$ cat src/design/turing_machine_stepper_unit_defines.svh
// Assertion macros shared by the stepper modules.
`ifndef TURING_MACHINE_STEPPER_UNIT_DEFINES_SVH
`define TURING_MACHINE_STEPPER_UNIT_DEFINES_SVH

`ifndef SYNTHESIS

// Check a condition at every clock edge outside reset.
`define TMS_ASSERT(label, clk, rst_n, prop, msg) \
	label: assert property (@(posedge clk) disable iff (!rst_n) (prop)) else $error(msg);

// Check a consequent in the same cycle as its antecedent.
`define TMS_ASSERT_IMP(label, clk, rst_n, ante, cons, msg) \
	label: assert property (@(posedge clk) disable iff (!rst_n) (ante) |-> (cons)) \
		else $error(msg);

// Check a consequent in the cycle after its antecedent.
`define TMS_ASSERT_NXT(label, clk, rst_n, ante, cons, msg) \
	label: assert property (@(posedge clk) disable iff (!rst_n) (ante) |=> (cons)) \
		else $error(msg);

`else

`define TMS_ASSERT(label, clk, rst_n, prop, msg)
`define TMS_ASSERT_IMP(label, clk, rst_n, ante, cons, msg)
`define TMS_ASSERT_NXT(label, clk, rst_n, ante, cons, msg)

`endif

`endif

$ cat src/design/tms_pkg.sv
package tms_pkg;

	localparam int OPCODE_W    = 2;
	localparam int SYM_W       = 8;
	localparam int STATE_W     = 4;
	localparam int MOVE_W      = 2;
	localparam int ADDR_W      = 10;
	localparam int STATUS_W    = 3;
	localparam int CFG_INDEX_W = 2;
	localparam int CFG_DATA_W  = 10;

	typedef enum logic [OPCODE_W-1:0] {
		OP_APPEND    = 2'd0,
		OP_LOAD_RULE = 2'd1,
		OP_STEP      = 2'd2,
		OP_READ      = 2'd3
	} opcode_t;

	localparam logic [STATUS_W-1:0] ST_OK       = 3'd0;
	localparam logic [STATUS_W-1:0] ST_HALTED   = 3'd1;
	localparam logic [STATUS_W-1:0] ST_NO_RULE  = 3'd2;
	localparam logic [STATUS_W-1:0] ST_OFF_TAPE = 3'd3;
	localparam logic [STATUS_W-1:0] ST_STOPPED  = 3'd4;

	localparam logic [MOVE_W-1:0] MV_LEFT  = 2'd0;
	localparam logic [MOVE_W-1:0] MV_RIGHT = 2'd1;

	localparam logic [CFG_INDEX_W-1:0] REG_START_STATE  = 2'd0;
	localparam logic [CFG_INDEX_W-1:0] REG_HALT_STATE   = 2'd1;
	localparam logic [CFG_INDEX_W-1:0] REG_BLANK_SYMBOL = 2'd2;
	localparam logic [CFG_INDEX_W-1:0] REG_HEAD_START   = 2'd3;

	localparam logic [STATE_W-1:0] RESET_START_STATE = 4'd0;
	localparam logic [STATE_W-1:0] RESET_HALT_STATE  = 4'd1;
	localparam logic [SYM_W-1:0]   RESET_BLANK       = 8'd46;
	localparam int                 RESET_HEAD_START  = 512;

	typedef struct packed {
		opcode_t                opcode;
		logic [SYM_W-1:0]       tape_symbol;
		logic [STATE_W-1:0]     rule_state;
		logic [SYM_W-1:0]       rule_write_symbol;
		logic [MOVE_W-1:0]      rule_move;
		logic [STATE_W-1:0]     rule_next_state;
		logic [ADDR_W-1:0]      cell_address;
	} req_item_t;

	typedef struct packed {
		logic [STATUS_W-1:0] status;
		logic [STATE_W-1:0]  machine_state;
		logic [ADDR_W-1:0]   head_position;
		logic [SYM_W-1:0]    symbol_seen;
		logic [SYM_W-1:0]    symbol_written;
	} rsp_item_t;

	typedef struct packed {
		logic clear_en;
		logic accept;
		logic rule_rd;
		logic commit;
	} ctrl_cmd_t;

	typedef struct packed {
		logic clear_last;
		logic out_free;
	} ctrl_sts_t;

endpackage

$ cat src/design/tms_ctrl.sv
`include "turing_machine_stepper_unit_defines.svh"

module tms_ctrl (
	input  logic                clk,
	input  logic                arst_n,
	input  logic                in_valid,
	input  tms_pkg::opcode_t    in_opcode,
	output logic                in_ready,
	input  tms_pkg::ctrl_sts_t  sts,
	output tms_pkg::ctrl_cmd_t  cmd
);

	typedef enum logic [1:0] {
		S_CLEAR,
		S_IDLE,
		S_LOOK,
		S_EXEC
	} state_t;

	state_t state_q;
	state_t state_d;

	always_comb begin
		state_d  = state_q;
		cmd      = '0;
		in_ready = 1'b0;
		unique case (state_q)
			S_CLEAR: begin
				cmd.clear_en = 1'b1;
				if (sts.clear_last) begin
					state_d = S_IDLE;
				end
			end
			S_IDLE: begin
				in_ready = 1'b1;
				if (in_valid) begin
					// tape read goes out with the accept
					cmd.accept = 1'b1;
					state_d = (in_opcode == tms_pkg::OP_STEP) ? S_LOOK : S_EXEC;
				end
			end
			S_LOOK: begin
				cmd.rule_rd = 1'b1;
				state_d = S_EXEC;
			end
			S_EXEC: begin
				// hold until the output register can take the result
				if (sts.out_free) begin
					cmd.commit = 1'b1;
					state_d = S_IDLE;
				end
			end
		endcase
	end

	always_ff @(posedge clk or negedge arst_n) begin
		if (!arst_n) begin
			state_q <= S_CLEAR;
		end else begin
			state_q <= state_d;
		end
	end

	`TMS_ASSERT_NXT(a_step_looks_up, clk, arst_n, in_valid && in_ready && in_opcode == tms_pkg::OP_STEP, state_q == S_LOOK, "step request skipped rule lookup")
	`TMS_ASSERT_NXT(a_look_then_exec, clk, arst_n, state_q == S_LOOK, state_q == S_EXEC, "rule lookup not followed by execute")
	`TMS_ASSERT_NXT(a_exec_holds, clk, arst_n, state_q == S_EXEC && !sts.out_free, state_q == S_EXEC && !cmd.accept, "execute left while output full")

endmodule

$ cat config.mk
export PLATFORM = sky130hd
export DESIGN_NAME = tms_ctrl
export DESIGN_NICKNAME = d
export VERILOG_FILES = /design/src/design/tms_pkg.sv /design/src/design/tms_ctrl.sv
export VERILOG_INCLUDE_DIRS = /design/src /design/src/design
export SDC_FILE = /design/constraint.sdc
export NUM_CORES = 1
export LEC_CHECK = 0
export BUFFER_PORTS_ARGS = -buffer_cell sky130_fd_sc_hd__buf_2
export CORE_AREA = 2 2 39 41
export DETAILED_ROUTE_END_ITERATION = 8
export DIE_AREA = 0 0 41 43
export REMOVE_ABC_BUFFERS = 1
export SLEW_MARGIN = 20
export SYNTH_ARGS = -nofsm -noshare
export SYNTH_HDL_FRONTEND = slang
export SYNTH_SLANG_ARGS = --single-unit
$ cat constraint.sdc
create_clock -name clk -period 4.4 [get_ports clk]
set_input_delay 0.88 -clock clk [delete_from_list [all_inputs] [get_ports clk]]
set_output_delay 0.88 -clock clk [all_outputs]
set_load 0.05 [all_outputs]
# [Yosys cells after proc, flatten, opt, wreduce, memory -nomap -nowiden]
# Index checks and enable logic that the tools add are counted.
[classes] eq_ne=7 muxes=12 n_reduce_logical=2
[ops] cell="2-to-1 mux 1 bit" n=8
[ops] cell="case mux 2 bit (4 select lines)" n=1
[ops] cell="equality test 2 bit, second input constant" n=3
[ops] cell="2-to-1 mux 2 bit" n=3
[ops] cell="!= test 2 bit, second input constant" n=3
[ops] cell="AND reduction 3 bit" n=1
[ops] cell="equality test 2 x 1 -> 1 bit, second input constant" n=1
[ops] cell="zero test 2 bit" n=1
[totals] regBits=2 output_inout_bits=5 word_cells=22

# [Depth between registers and ports, before layout]
[logic_depth] word_depth=4 ltp_mapped=5 ltp_nobuf=5

# [Worst setup path before layout]
# Ideal clock, no wire load.
[synth_timing] kind="flip-flop to output port" startpoint="reg state_q[1]" endpoint="out cmd[2] (netlist bit)" arrival_time_ns=1.464 slack_ns=2.056 stages_incl_launch_ff=4 path_buffers=0 cell_sequence="dfrtp_1 -> inv_1 -> ha_1 -> and2_1"
[synth_lines] item="from (decl)" line_no="tms_ctrl.sv:20" text="state_t state_q;"
[synth_lines] item="from (signal assigned)" line_no="tms_ctrl.sv:60" text="state_q <= state_d;"
[synth_lines] item="to (decl)" line_no="tms_ctrl.sv:10" text="output tms_pkg::ctrl_cmd_t cmd"

==> impl_metrics.toml <==
[global_route]
antenna_found_initial = 0
grt_first_pass_wirelength_um = 600
grt_pass1_vias = 165
grt_overflow_total = 0
grt_start_max_net_pins = 5
grt_use_total_pct = 5.522

[run]
cap_violations = 0

[setup_path]
required_ps = 3520
arrival_ps = 1360
rr_endpoint = "state_q[1]"
reg2reg_depth = 4
cp_slowest_cell = "buf_2"
path_common_cell = "buf_2"
reg2reg_slack_ps = 2830
crit_type = "input pin to output pin"
reg2reg_from = "state_q[1]"
crit_family = "buffers and inverters"
cp_max_fo = 2
cp_cell_sequence = "buf_2 > and2_2 > buf_2"
critPathBufInv = 2
crit_path_end_kind = "output pin"
setup.worst_path.start_class = "input pin"
slowest_delay_ps = 200

[pwr]
power_density_nw_per_um2 = 843.6
leakage_nw = 0.1703
ir_worst_vdd_uv = 204.8

[detailed_routing]
firstDrtPassIters = 4
vias = 177
wl_um = 353
via_per_inst = 3.612
drt-met1-wl_um = 151
routedWlPerCell_um = 7.204
drc = 0
ant_nets = 0
dr_wl_met3_um = 45
detail_route.iter0.violations = 3
top_layer_used = "met3"
wl_met2_um = 156

[yosys]
synth_cell_types = 10
postSynthCellCount = 19
synth_area_per_cell_um2 = 9.549
yosys_warnings = 0
syn_area_um2 = 181.4
yosysSeqAreaShare_pct = 27.59
ys_ff_latch = 2

[hold_path]
min_path_type = "input pin to asynchronous set/reset pin"

[placement]
gp_congestion = 0.5712
placed_cell_area_um2 = 256.5
io_buffers = 11
place_inst = 46

[floorplanning]
fp.coreArea_um2 = 1384
dieHeight_um = 43
die-area_um2 = 1763
io_pins = 12
initial_utilization_pct = 13.11
rows = 14
die_w_um = 41

[cells_and_area]
finish.utilization_pct = 20.16
n_antenna_cell = 0
fillers = 164
design_area_um2 = 279.0
regMostFlops = "state_q"
drive_above_1_share_pct = 45.45
largest_reg_flops = 2
stdcell_count = 49
multi_input_area_um2 = 112.6
fin_nets = 46
area_growth_pct = 53.79
seqCellArea_um2 = 50.05
largestRegisters = "state_q x2"

[timing]
worst_pin_slew_ps = 437.6
skew_ps = 2.737
finalCriticalPeriod_ps = 2235
holdWs_ps = 436.1
fin_crit_sh_pct = 50.81
slew_violations = 0
setup_tns_ps = 0
slew_headroom_pct = 70.83
hold_viol_final = 0
finalSetupViolCount = 0
max_freq_mhz = 447.3
rsz0062_at_grt = "false"

[clocking]
cts_root_buf = "clkbuf_4"
post_cts_buffers = 0
numCtsBuffers = 3
cts_max_path_buffers = 2
cts_hold_buf = 0
cts_max_level = 1
cts_tree = "done"
clkTransAtPathRegs_ps = 30
cts.sinks = 2
clkLatencyLatePin_ps = 220
ctsResizeCount = 0

[outcome]
run_status = "complete, no violations"
==> logic make-up after synthesis <==
kind of cell               synth area share [%]
buffers and inverters                     10.35
adders and majority gates                 27.59
and+or+nand+nor                           14.49
AOI/OAI and AO/OA                         8.273
muxes                                     11.72
DFF                                       27.59
==> synthesized netlist by cell type <==
cell type | instances | area [um^2]
inv_1 | 5 | 18.77
ha_1 | 4 | 50.05
dfrtp_1 | 2 | 50.05
nand2b_1 | 2 | 12.51
a21oi_1 | 1 | 5.000
a222oi_1 | 1 | 10.01
and2_1 | 1 | 6.260
and2_2 | 1 | 7.510
mux2_1 | 1 | 11.26
mux2i_1 | 1 | 10.01
==> routing by layer <==
metal / GRT usage, % / vias up
li1: - / 88
met1: 5.466 / 80
met2: 7.187 / 9
met3: 4.712 / 0
met4: 4.000 / 0
met5: 0 / -
==> metrics by stage <==
stage | worst slack, ps | total power, mW
3_5_place_dp | 2164 | 0.1984
5_1_grt | 2118 | 0.2563
2_1_floorplan | 2056 | 0.1691
6_report | 2165 | 0.2354
4_1_cts | 2163 | 0.2409
3_3_place_gp | 2165 | 0.1942
==> power breakdown <==
part	leakage, nW	switching (mW)	internal [mW]
sequential	0.0223	0.00891	0.0287
clock	0.0138	0.0100	0.0301
combinational	0.134	0.108	0.0501
==> placed cells by master, fill, tap and decap left out <==
| cell type | Yosys | final |
|---|---|---|
| buf_2 | 0 | 11 |
| inv_1 | 5 | 5 |
| ha_1 | 4 | 4 |
| clkbuf_4 | 0 | 3 |
| nand2b_1 | 2 | 2 |
| dfrtp_1 | 2 | 2 |
| and2_2 | 1 | 1 |
| and2_1 | 1 | 1 |
| a222oi_1 | 1 | 1 |
| mux2_1 | 1 | 1 |
| a21oi_1 | 1 | 1 |
| mux2i_1 | 1 | 1 |
==> final cells by class <==
cell class,count,share of cell area [%]
timing repair buffer,11,19.73
inverter,5,6.726
clock buffer,3,8.072
tap,16,7.175
sequential,2,17.94
multi-input combinational,12,40.36
==> worst max-delay path by stage <==
| stage | from | endpoint | slack [ps] | cells after the start |
|---|---|---|---|---|
| floorplan | state_q[1] | cmd[2] | 2060 | 3 |
| global placement | sts[0] | cmd[0] | 2170 | 3 |
| detailed placement | sts[0] | cmd[0] | 2160 | 3 |
| CTS | sts[0] | cmd[0] | 2160 | 3 |
| global route | state_q[1] | cmd[2] | 2120 | 4 |
| finish | sts[0] | cmd[0] | 2160 | 3 |
Note: power is estimated with default switching activity, not from simulation.
